File: src/sv/ws2812_lane_serializer_assert.svh
// ---------------------------------------------------------------------------
// ws2812_lane_serializer_assert.svh
// Assertion macros for the WS2812 lane serialiser. The bodies are empty
// when the design goes through synthesis.
// ---------------------------------------------------------------------------
`ifndef WS2812_LANE_SERIALIZER_ASSERT_SVH
`define WS2812_LANE_SERIALIZER_ASSERT_SVH

`ifndef SYNTHESIS
// same-cycle implication
`define WLS_ASSERT_IMP(lbl, clk_s, rst_s, ante, cons) \
  lbl: assert property (@(posedge clk_s) disable iff (rst_s) (ante) |-> (cons)) \
    else $error("wls: implication violated");
// next-cycle implication
`define WLS_ASSERT_NXT(lbl, clk_s, rst_s, ante, cons) \
  lbl: assert property (@(posedge clk_s) disable iff (rst_s) (ante) |=> (cons)) \
    else $error("wls: next-cycle implication violated");
`else
`define WLS_ASSERT_IMP(lbl, clk_s, rst_s, ante, cons)
`define WLS_ASSERT_NXT(lbl, clk_s, rst_s, ante, cons)
`endif

`endif

File: src/sv/wls_pkg.sv
// ---------------------------------------------------------------------------
// wls_pkg
// Shared types, register indexes and the gamma table of the WS2812 lane
// serialiser.
// ---------------------------------------------------------------------------
package wls_pkg;

  localparam int PIN_W     = 4;
  localparam int CFG_IDX_W = 3;
  localparam int CFG_DAT_W = 16;

  // register indexes of the configuration port
  localparam logic [CFG_IDX_W-1:0] REG_OUTPUT_BLOCKED = 3'd0;
  localparam logic [CFG_IDX_W-1:0] REG_GAMMA_ENABLE   = 3'd1;
  localparam logic [CFG_IDX_W-1:0] REG_BIT_PERIOD     = 3'd2;
  localparam logic [CFG_IDX_W-1:0] REG_ZERO_HIGH      = 3'd3;
  localparam logic [CFG_IDX_W-1:0] REG_ONE_HIGH       = 3'd4;
  localparam logic [CFG_IDX_W-1:0] REG_LATCH          = 3'd5;

  // reset values of the registers
  localparam logic [7:0]  RST_BIT_PERIOD = 8'd20;
  localparam logic [7:0]  RST_ZERO_HIGH  = 8'd5;
  localparam logic [7:0]  RST_ONE_HIGH   = 8'd14;
  localparam logic [15:0] RST_LATCH      = 16'd800;

  typedef struct packed {
    logic        output_blocked;
    logic        gamma_enable;
    logic [7:0]  bit_period_cycles;
    logic [7:0]  zero_high_cycles;
    logic [7:0]  one_high_cycles;
    logic [15:0] latch_cycles;
  } cfg_t;

  typedef struct packed {
    logic [PIN_W-1:0] lane_pins;
    logic             byte_taken;
    logic             byte_rejected;
    logic             busy_res;
  } res_t;

  // gamma correction table
  localparam logic [7:0] GAMMA_ROM [256] = '{
      8'd0,   8'd0,   8'd0,   8'd0,   8'd0,   8'd0,   8'd0,   8'd0,
      8'd0,   8'd0,   8'd0,   8'd0,   8'd0,   8'd0,   8'd0,   8'd0,
      8'd0,   8'd0,   8'd0,   8'd0,   8'd0,   8'd0,   8'd0,   8'd0,
      8'd0,   8'd0,   8'd0,   8'd0,   8'd1,   8'd1,   8'd1,   8'd1,
      8'd1,   8'd1,   8'd1,   8'd1,   8'd1,   8'd1,   8'd1,   8'd1,
      8'd1,   8'd2,   8'd2,   8'd2,   8'd2,   8'd2,   8'd2,   8'd2,
      8'd2,   8'd3,   8'd3,   8'd3,   8'd3,   8'd3,   8'd3,   8'd3,
      8'd4,   8'd4,   8'd4,   8'd4,   8'd4,   8'd5,   8'd5,   8'd5,
      8'd5,   8'd6,   8'd6,   8'd6,   8'd6,   8'd7,   8'd7,   8'd7,
      8'd7,   8'd8,   8'd8,   8'd8,   8'd9,   8'd9,   8'd9,   8'd10,
      8'd10,  8'd10,  8'd11,  8'd11,  8'd11,  8'd12,  8'd12,  8'd13,
      8'd13,  8'd13,  8'd14,  8'd14,  8'd15,  8'd15,  8'd16,  8'd16,
      8'd17,  8'd17,  8'd18,  8'd18,  8'd19,  8'd19,  8'd20,  8'd20,
      8'd21,  8'd21,  8'd22,  8'd22,  8'd23,  8'd24,  8'd24,  8'd25,
      8'd25,  8'd26,  8'd27,  8'd27,  8'd28,  8'd29,  8'd29,  8'd30,
      8'd31,  8'd32,  8'd32,  8'd33,  8'd34,  8'd35,  8'd35,  8'd36,
      8'd37,  8'd38,  8'd39,  8'd39,  8'd40,  8'd41,  8'd42,  8'd43,
      8'd44,  8'd45,  8'd46,  8'd47,  8'd48,  8'd49,  8'd50,  8'd50,
      8'd51,  8'd52,  8'd54,  8'd55,  8'd56,  8'd57,  8'd58,  8'd59,
      8'd60,  8'd61,  8'd62,  8'd63,  8'd64,  8'd66,  8'd67,  8'd68,
      8'd69,  8'd70,  8'd72,  8'd73,  8'd74,  8'd75,  8'd77,  8'd78,
      8'd79,  8'd81,  8'd82,  8'd83,  8'd85,  8'd86,  8'd87,  8'd89,
      8'd90,  8'd92,  8'd93,  8'd95,  8'd96,  8'd98,  8'd99,  8'd101,
      8'd102, 8'd104, 8'd105, 8'd107, 8'd109, 8'd110, 8'd112, 8'd114,
      8'd115, 8'd117, 8'd119, 8'd120, 8'd122, 8'd124, 8'd126, 8'd127,
      8'd129, 8'd131, 8'd133, 8'd135, 8'd137, 8'd138, 8'd140, 8'd142,
      8'd144, 8'd146, 8'd148, 8'd150, 8'd152, 8'd154, 8'd156, 8'd158,
      8'd160, 8'd162, 8'd164, 8'd167, 8'd169, 8'd171, 8'd173, 8'd175,
      8'd177, 8'd180, 8'd182, 8'd184, 8'd186, 8'd189, 8'd191, 8'd193,
      8'd196, 8'd198, 8'd200, 8'd203, 8'd205, 8'd208, 8'd210, 8'd213,
      8'd215, 8'd218, 8'd220, 8'd223, 8'd225, 8'd228, 8'd231, 8'd233,
      8'd236, 8'd239, 8'd241, 8'd244, 8'd247, 8'd249, 8'd252, 8'd255
  };

endpackage

File: src/sv/ws2812_lane_serializer.sv
// ---------------------------------------------------------------------------
// ws2812_lane_serializer
// Four-lane WS2812 pulse serialiser: each item is one waveform tick that may
// offer a colour byte; each item yields one result with the pin levels.
// ---------------------------------------------------------------------------
//  channel | handshake           | payload
//  --------+---------------------+----------------------------------------------
//  in      | in_valid / in_stall | opcode, color_byte, lane_index, frame_end
//  out     | out_valid/out_stall | lane_pins, byte_taken, byte_rejected, busy_res
//  cfg     | cfg_valid/cfg_ready | cfg_index, cfg_data
//
//  One item per cycle while in_stall is low: the tick's result is formed from
//  the timing state and registered in the output stage, and the state steps in
//  the same edge. The result is shown in the cycle after acceptance.
//  in_stall is raised only while a result sits in the output stage and
//  out_stall holds it; the timing state does not move while stalled.
//  Synchronous active-high reset loads the register defaults and idles.
// ---------------------------------------------------------------------------
`include "ws2812_lane_serializer_assert.svh"

module ws2812_lane_serializer #(
  parameter int LANE_COUNT = 4
) (
  input  logic                           clk,
  input  logic                           rst,
  // item input
  input  logic                           in_valid,
  output logic                           in_stall,
  input  logic                           opcode,
  input  logic [7:0]                     color_byte,
  input  logic [1:0]                     lane_index,
  input  logic                           frame_end,
  // result output
  output logic                           out_valid,
  input  logic                           out_stall,
  output logic [wls_pkg::PIN_W-1:0]      lane_pins,
  output logic                           byte_taken,
  output logic                           byte_rejected,
  output logic                           busy_res,
  // configuration writes
  input  logic                           cfg_valid,
  output logic                           cfg_ready,
  input  logic [wls_pkg::CFG_IDX_W-1:0]  cfg_index,
  input  logic [wls_pkg::CFG_DAT_W-1:0]  cfg_data
);
  import wls_pkg::*;

  cfg_t cfg;
  res_t res;
  res_t res_q;
  logic accept;

  assign in_stall = out_valid && out_stall;
  assign accept   = in_valid && !in_stall;

  wls_cfg_regs u_cfg (
    .clk       (clk),
    .rst       (rst),
    .cfg_valid (cfg_valid),
    .cfg_ready (cfg_ready),
    .cfg_index (cfg_index),
    .cfg_data  (cfg_data),
    .cfg       (cfg)
  );

  wls_pulse_engine #(
    .LANE_COUNT (LANE_COUNT)
  ) u_engine (
    .clk        (clk),
    .rst        (rst),
    .tick       (accept),
    .opcode     (opcode),
    .color_byte (color_byte),
    .lane_index (lane_index),
    .frame_end  (frame_end),
    .cfg        (cfg),
    .res        (res)
  );

  // output stage valid
  always_ff @(posedge clk) begin
    if (rst) begin
      out_valid <= 1'b0;
    end else if (accept) begin
      out_valid <= 1'b1;
    end else if (!out_stall) begin
      out_valid <= 1'b0;
    end
  end

  // output stage payload
  always_ff @(posedge clk) begin
    if (accept) begin
      res_q <= res;
    end
  end

  assign lane_pins     = res_q.lane_pins;
  assign byte_taken    = res_q.byte_taken;
  assign byte_rejected = res_q.byte_rejected;
  assign busy_res      = res_q.busy_res;

  // checks
  `WLS_ASSERT_IMP(a_stall_only_when_full, clk, rst, in_stall, out_valid)
  `WLS_ASSERT_IMP(a_one_pin_at_most, clk, rst, out_valid, $onehot0(lane_pins))
  `WLS_ASSERT_IMP(a_taken_only_idle, clk, rst, out_valid && byte_taken, !busy_res && !byte_rejected)
  `WLS_ASSERT_IMP(a_pins_need_busy, clk, rst, out_valid && lane_pins != '0, busy_res)
  `WLS_ASSERT_NXT(a_taken_then_busy, clk, rst, accept && res.byte_taken, res.busy_res)

endmodule

File: src/sv/wls_cfg_regs.sv
// ---------------------------------------------------------------------------
// wls_cfg_regs
// Configuration register file: six registers written through a simple
// valid/ready port that is always ready.
// ---------------------------------------------------------------------------
module wls_cfg_regs (
  input  logic                             clk,
  input  logic                             rst,
  input  logic                             cfg_valid,
  output logic                             cfg_ready,
  input  logic [wls_pkg::CFG_IDX_W-1:0]    cfg_index,
  input  logic [wls_pkg::CFG_DAT_W-1:0]    cfg_data,
  output wls_pkg::cfg_t                    cfg
);
  import wls_pkg::*;

  cfg_t regs;

  assign cfg_ready = 1'b1;
  assign cfg       = regs;

  // register writes; unknown indexes are dropped
  always_ff @(posedge clk) begin
    if (rst) begin
      regs.output_blocked    <= 1'b0;
      regs.gamma_enable      <= 1'b1;
      regs.bit_period_cycles <= RST_BIT_PERIOD;
      regs.zero_high_cycles  <= RST_ZERO_HIGH;
      regs.one_high_cycles   <= RST_ONE_HIGH;
      regs.latch_cycles      <= RST_LATCH;
    end else if (cfg_valid && cfg_ready) begin
      unique case (cfg_index)
        REG_OUTPUT_BLOCKED: regs.output_blocked    <= cfg_data[0];
        REG_GAMMA_ENABLE:   regs.gamma_enable      <= cfg_data[0];
        REG_BIT_PERIOD:     regs.bit_period_cycles <= cfg_data[7:0];
        REG_ZERO_HIGH:      regs.zero_high_cycles  <= cfg_data[7:0];
        REG_ONE_HIGH:       regs.one_high_cycles   <= cfg_data[7:0];
        REG_LATCH:          regs.latch_cycles      <= cfg_data[15:0];
        default: ;
      endcase
    end
  end

endmodule

File: src/sv/wls_pulse_engine.sv
// ---------------------------------------------------------------------------
// wls_pulse_engine
// Bit timing state of the serialiser. Produces one tick's result from the
// current state and advances the state by one tick for each accepted item.
// ---------------------------------------------------------------------------
module wls_pulse_engine #(
  parameter int LANE_COUNT = 4
) (
  input  logic           clk,
  input  logic           rst,
  input  logic           tick,
  input  logic           opcode,
  input  logic [7:0]     color_byte,
  input  logic [1:0]     lane_index,
  input  logic           frame_end,
  input  wls_pkg::cfg_t  cfg,
  output wls_pkg::res_t  res
);
  import wls_pkg::*;

  logic [7:0]  shift_byte,    shift_byte_next;
  logic [3:0]  bits_left,     bits_left_next;
  logic [7:0]  cycle_in_bit,  cycle_in_bit_next;
  logic [1:0]  active_lane,   active_lane_next;
  logic        latch_pending, latch_pending_next;
  logic [15:0] latch_count,   latch_count_next;

  logic       sending;
  logic       busy;
  logic [7:0] high_cycles;
  logic       pin_high;
  logic       bit_done;

  assign sending     = (bits_left != 4'd0);
  assign busy        = sending || latch_pending;
  assign high_cycles = shift_byte[7] ? cfg.one_high_cycles : cfg.zero_high_cycles;
  assign pin_high    = sending && (cycle_in_bit < high_cycles);
  assign bit_done    = ({1'b0, cycle_in_bit} + 9'd1) >= {1'b0, cfg.bit_period_cycles};

  // result of this tick, from the state before the update
  always_comb begin
    res.lane_pins = '0;
    for (int i = 0; i < PIN_W; i++) begin
      if (i < LANE_COUNT && pin_high && active_lane == i[1:0]) begin
        res.lane_pins[i] = 1'b1;
      end
    end
    res.byte_taken    = opcode && !cfg.output_blocked && !busy;
    res.byte_rejected = opcode && cfg.output_blocked;
    res.busy_res      = busy;
  end

  // next state: advance the running bit or latch, then load an offered byte
  always_comb begin
    shift_byte_next    = shift_byte;
    bits_left_next     = bits_left;
    cycle_in_bit_next  = cycle_in_bit;
    active_lane_next   = active_lane;
    latch_pending_next = latch_pending;
    latch_count_next   = latch_count;

    if (sending) begin
      if (bit_done) begin
        cycle_in_bit_next = 8'd0;
        shift_byte_next   = {shift_byte[6:0], 1'b0};
        bits_left_next    = bits_left - 4'd1;
        // last bit with nothing left to wait for ends the frame at once
        if (bits_left == 4'd1 && latch_pending && latch_count == 16'd0) begin
          latch_pending_next = 1'b0;
        end
      end else begin
        cycle_in_bit_next = cycle_in_bit + 8'd1;
      end
    end else if (latch_pending) begin
      latch_count_next = latch_count - 16'd1;
      if (latch_count == 16'd1) begin
        latch_pending_next = 1'b0;
      end
    end

    if (res.byte_taken) begin
      shift_byte_next   = cfg.gamma_enable ? GAMMA_ROM[color_byte] : color_byte;
      bits_left_next    = 4'd8;
      cycle_in_bit_next = 8'd0;
      active_lane_next  = lane_index;
      if (frame_end) begin
        latch_pending_next = 1'b1;
        latch_count_next   = cfg.latch_cycles;
      end
    end
  end

  // state registers, one step per accepted item
  always_ff @(posedge clk) begin
    if (rst) begin
      shift_byte    <= '0;
      bits_left     <= '0;
      cycle_in_bit  <= '0;
      active_lane   <= '0;
      latch_pending <= 1'b0;
      latch_count   <= '0;
    end else if (tick) begin
      shift_byte    <= shift_byte_next;
      bits_left     <= bits_left_next;
      cycle_in_bit  <= cycle_in_bit_next;
      active_lane   <= active_lane_next;
      latch_pending <= latch_pending_next;
      latch_count   <= latch_count_next;
    end
  end

endmodule

File: config.mk
export PLATFORM = sky130hd
export DESIGN_NAME = ws2812_lane_serializer
export DESIGN_NICKNAME = d
export VERILOG_FILES = /design/src/sv/wls_pkg.sv /design/src/sv/ws2812_lane_serializer.sv /design/src/sv/wls_cfg_regs.sv /design/src/sv/wls_pulse_engine.sv
export VERILOG_INCLUDE_DIRS = /design/src /design/src/sv
export SDC_FILE = /design/constraint.sdc
export NUM_CORES = 1
export LEC_CHECK = 0
export ABC_AREA = 1
export BUFFER_PORTS_ARGS = -buffer_cell sky130_fd_sc_hd__buf_2
export CAP_MARGIN = 20
export CORE_MARGIN = 3
export CORE_UTILIZATION = 61
export CTS_CLUSTER_DIAMETER = 30
export DETAILED_ROUTE_END_ITERATION = 10
export PLACE_DENSITY = 0.81
export SYNTH_ARGS = -nofsm -noshare
export SYNTH_HDL_FRONTEND = slang
export SYNTH_SLANG_ARGS = --single-unit
export TNS_END_PERCENT = 100
File: constraint.sdc
create_clock -name clk -period 2.75 [get_ports clk]
set_input_delay 0.4125 -clock clk [delete_from_list [all_inputs] [get_ports clk]]
set_output_delay 0.4125 -clock clk [all_outputs]
set_load 0.02 [all_outputs]
# Word-level counts from Yosys, hierarchy flattened
# Memories as Yosys holds them, arrays and structs flattened.
# Index checks and enable logic that the tools add are counted.
# totals
ff_bits	89
rom_bits	2048
input_bits	36
out_inout_bits	10
word_cells	98
n_memories	1
# memory_table
name	words	width	read_ports	rd_ports_with_merged_regs	write_ports	line_no	source
(name not given)	256	8	1	0	0	wls_pulse_engine.sv:82	shift_byte_next = cfg.gamma_enable ? GAMMA_ROM[color_byte] : color_byte;
# op_classes
addsub	4
order_cmp	3
n_eq_ne	11
muxes	30
bitwise_logic	1
reduce_logical	31
# ops
op	count
$mux W8	10
$mux W16	4
$eq A16 B1 Y1 const B	1
$logic_not A16 Y1	1
$reduce_and A2 Y1	8
$sub A16 B1 Y16 const B	1
$mux W1	13
$logic_and A1 B1 Y1	12
$mux W4	3
$add A8 B1 Y9 const B	1
$ge A9 B8 Y1	1
$ge A9 B9 Y1 const B	1
$not A8 Y9	1
$add A8 B1 Y8 const B	1
$lt A8 B8 Y1	1
$eq A3 B2 Y1 const B	2
$eq A3 B3 Y1 const B	2
$eq A2 B2 Y1 const B	2
$eq A4 B1 Y1 const B	1
$reduce_bool A2 Y1	2
$reduce_bool A4 Y1	1
$sub A4 B1 Y4 const B	1
$eq A3 B1 Y1 const B	1
$logic_not A1 Y1	3
6 further kinds	6

# Depth between registers and ports, before layout
# logic_depth
word_depth	8
depth_mapped	18
ltp_nobuf	18

# Modules after synthesis
# A second synthesis with hierarchy kept.
# unflattened
hier_cells	983
area_unflattened_um2	6194.7
# by_module_without_submodules
module	n_inst	cells_per_inst	area_per_inst_um2	seq_area_each_um2
wls_pulse_engine	1	721	4217.8	780.7
wls_cfg_regs	1	249	1717.9	840.8
ws2812_lane_serializer	1	13	259.0	230.2

# Least setup slack after synthesis
# Ideal clock, no wire load.
# synth_timing
kind	register -> register
startpoint	reg u_engine.cycle_in_bit[0]
endpoint	reg u_engine.shift_byte[1]
setup_time_ps	114
t_arrival_ps	2291
required_time_ps	2636
path_slack_ps	345
path_stages_with_launch	18
path_buffers	1
synth_period_minus_slack_ps	2405
cell_sequence	dfxtp_1 ha_1 nand2_1 nor2_2 nand3_1 xor2_1 inv_1 ha_1 a21o_1 nand3_1 nand2_1 nor2_4 nand4_4 nand2_2 buf_6 nand2_1 nand2_1 nor2_1
# synth_via
elab_chain_cells	4
# synth_lines
element	line_no	source
start, declared	wls_pulse_engine.sv:23	logic [7:0] cycle_in_bit, cycle_in_bit_next;
start signal, assigned	wls_pulse_engine.sv:105	cycle_in_bit <= cycle_in_bit_next;
$add A8 B1 Y9	wls_pulse_engine.sv:38	assign bit_done = ({1'b0, cycle_in_bit} + 9'd1) >= {1'b0, cfg.bit_period_cycles};
$ge A9 B8 Y1	wls_pulse_engine.sv:38	
$reduce_bool A2 Y1 (no source line)	n/a	
$reduce_and A3 Y1 (no source line)	n/a	
end signal, assigned	wls_pulse_engine.sv:103	shift_byte <= shift_byte_next;
end, declared	wls_pulse_engine.sv:21	logic [7:0] shift_byte, shift_byte_next;
# Every way passes these cells.
# A chain may end at the register's enable or synchronous reset.

# Worst setup path after layout
# layout_timing
startpoint	reg u_engine.cycle_in_bit[1]
endpoint	reg u_engine.shift_byte[7]
# The elaborated chain is that of the path after synthesis.

==> flow_metrics.py <==
metrics = {
    "worst_hold_path": {
        "hp-class": "primary input to register",
        "min_from": "cfg_data[9]",
        "hold_depth": 3,
        "holdPathEnd": "u_cfg.cfg[9]",
    },
    "synth": {
        "synth_area_leader_cell": "dfxtp_1",
        "async_reset_ff_share_pct": 0,
        "postSynthCellCount": 941,
        "post-synth-top-count-cell": "nand2_1",
        "synth-main-ff-cell": "dfxtp_1",
        "yosysWarnings": 0,
        "synthTopCellsByCount": "nand2_1 (236), nor2_1 (137), dfxtp_1 (82)",
        "yosysSeqAreaShare_pct": 30.7,
        "synth_cell_type_count": 47,
        "yosys-top-cells-area": "dfxtp_1 (27%), nand2_1 (15%), nor2_1 (8.5%)",
        "ys_ff_latch": 89,
        "synth_area_um2": 6030,
        "mappedNetlistNets": 1015,
        "synthDominantCellAreaShare_pct": 27.2,
        "synth_edf_count": 7,
        "syn_avg_cell_area_um2": 6.41,
    },
    "floorplan": {
        "die_h_um": 105,
        "rows": 35,
        "start_util_pct": 64.1,
        "die_x_um": 105,
        "io_pins": 46,
        "dieArea_um2": 11100,
        "coreArea_um2": 9420,
    },
    "global_route": {
        "grt_max_degree": 28,
        "grt-ovfl-total": 0,
        "antenna_found_initial": 0,
        "grt_pass1_vias": 5408,
        "grt_first_pass_wirelength_um": 26000,
        "grtUsageTotal_pct": 28.1,
    },
    "timing": {
        "fin_setup_tns_ps": 0,
        "clock_skew_ps": 15.3,
        "fin_crit_sh_pct": 92.8,
        "clock.fmax_ghz": 0.392,
        "rsz0062_at_grt": "no",
        "setup_violations": 0,
        "fin_crit_ps": 2550,
        "hold_violations": 0,
        "maxSlewViolCount": 0,
        "slew_headroom_pct": 59.6,
        "fin_hold_ws_ps": 252,
        "fin_ws_ps": 197,
        "worst_pin_slew_ps": 605,
    },
    "placement": {
        "place_hpwl_um": 11400,
        "pre_cts_slack_ps": 7.87,
        "io_buffers": 44,
        "gp_congestion": 0.982,
    },
    "detailed_routing": {
        "vias": 6210,
        "wl_met2_um": 7010,
        "dr.pass1.iters": 5,
        "ant_nets": 0,
        "drc": 0,
        "highest_layer": "met4",
        "post_drt_wl_per_cell_um": 14.2,
        "via_per_inst": 5.60,
        "route.layer.met1.wl_um": 7140,
        "drt_iter0_markers": 419,
        "wl_um": 15700,
        "route.met3.wl_um": 1300,
    },
    "clocking": {
        "clkLatencyLatePin_ps": 360,
        "cts.sinks": 89,
        "ctsResizeCount": 1,
        "cts_buffer_depth": 2,
        "numCtsBuffers": 9,
        "htreeDepth": 3,
        "ctsHoldBuffers": 0,
        "post_cts_buffers": 0,
        "tritoncts": "built",
        "cts_root_buffer": "clkbuf_8",
        "path_clk_slew_ps": 90,
    },
    "worst_setup_path": {
        "path_max_fanout": 12,
        "cp_cell_sequence": "ha_1 -> nand2_1 -> nor2_4 -> nand3_1 -> xor2_2 -> inv_1 -> ha_1 -> a21o_1 -> nand3_1 -> nand2_1 -> nor2_4 -> nand4_4 -> nand2_8 -> inv_2 -> nor2_1 -> nor2_1",
        "rr_worst_depth": 16,
        "arrival_ps": 2810,
        "path_class": "register to register",
        "r2r_slack_ps": 200,
        "endpoint_kind": "register",
        "slowest_delay_ps": 360,
        "r2r_end": "u_engine.shift_byte[7]",
        "crit_path_start_kind": "register",
        "cp_slowest_cell": "dfxtp_2",
        "required_ps": 3010,
        "timing.rr.start": "u_engine.cycle_in_bit[1]",
    },
    "pwr": {
        "power.internal_w": 0.00262,
        "max-vdd-ir-drop_v": 0.000450,
        "power.total_w": 0.00454,
        "pwr-share-seq_pct": 36.9,
        "switching_power_w": 0.00193,
        "powerDensity_nw_per_um2": 688,
        "pwr-share-comb_pct": 43.0,
        "clkPwrFrac_pct": 20.1,
        "power.leakage_nw": 3.18,
        "switching_share_pct": 42.4,
    },
    "cells_and_area": {
        "area_growth_pct": 9.52,
        "nets": 1049,
        "drive_gt1_share_pct": 10.9,
        "antenna-diode-count": 0,
    },
    "run_status": {
        "status": "completed",
    },
    "flow_run": {
        "max_cap_viol_count": 0,
    },
}
## how the worst max path moves through the flow
stage                              from                        to
5_1_grt        u_engine.cycle_in_bit[1]  u_engine.cycle_in_bit[1]
4_1_cts        u_engine.cycle_in_bit[1]  u_engine.cycle_in_bit[2]
3_5_place_dp   u_engine.cycle_in_bit[1]  u_engine.cycle_in_bit[2]
6_report       u_engine.cycle_in_bit[1]    u_engine.shift_byte[7]
2_1_floorplan  u_engine.cycle_in_bit[0]    u_engine.shift_byte[1]
3_3_place_gp   u_engine.cycle_in_bit[1]  u_engine.cycle_in_bit[1]
## per-stage QoR
stage	util, %	instances	cell area [um2]
floorplan	-	941	6030
global placement	67.5	1093	6360
detailed placement	67.5	1093	6360
CTS	69.8	1109	6570
global route	70.2	1109	6610
finish	70.2	1109	6610
## worst max-delay path, delay by kind of cell, from the launching register on
kind	cells	cell delay, ps
flops	1	360
simple gates	10	1110
xor+xnor	1	170
compound gates	1	170
buf+inv	2	140
fa+ha+maj	2	510
## flip-flops by register name (all words and copies together) (netlist names), 2 cells and up
signal,cells
u_engine.cycle_in_bit,8
u_engine.active_lane,2
u_engine.latch_count,16
u_cfg.cfg,42
u_engine.bits_left,4
lane_pins,4
u_engine.shift_byte,8
## cells by family after synthesis
kind of cell / count (synthesis) / share of synthesized area (%)
and+or+nand+nor: 489 / 34.1
AOI/OAI and AO/OA: 177 / 16.0
buffers and inverters: 130 / 8.67
DFF: 89 / 30.7
adders and majority gates: 38 / 7.88
xor gates and xnor gates: 10 / 1.45
muxes: 7 / 1.16
other: 1 / 0.0622
## power by group through the flow
stage	sequential (W)	combinational [W]	clock [W]
floorplan	0.00166	0.00146	0
global placement	0.00169	0.00183	0
detailed placement	0.00169	0.00186	0
CTS	0.00167	0.00189	0.000932
global route	0.00170	0.00221	0.000992
finish	0.00167	0.00196	0.000913
## per-layer routing
layer,global-route usage (%),vias up
met1,40.1,2787
li1,-,3140
met3,4.47,16
met5,0,-
met4,7.03,0
met2,44.5,267
## area by class of cell
| class | instances | area (um2) |
|---|---|---|
| Fill cell | 843 | 2810 |
| Clock buffer | 11 | 163 |
| Inverter | 93 | 349 |
| Timing Repair Buffer | 60 | 340 |
| Sequential cell | 89 | 1850 |
| Tap cell | 129 | 161 |
| Multi-Input combinational cell | 722 | 3690 |
| Clock inverter | 5 | 46.3 |
## placed cells by master, fill, tap and decap left out, types with 4 or more instances in the layout
master,instances
o21bai_1,4
nand2_1,236
o21a_1,4
inv_2,9
inv_1,81
xor2_1,6
dfxtp_1,81
nor3_1,14
buf_2,44
nor2_2,4
o21ai_0,78
clkbuf_8,10
nand4_1,8
o211ai_1,5
mux2i_1,7
buf_4,16
ha_1,38
nand3_1,73
a21oi_1,70
edfxtp_1,7
nor2_1,137
(Power assumes the default switching activity.)
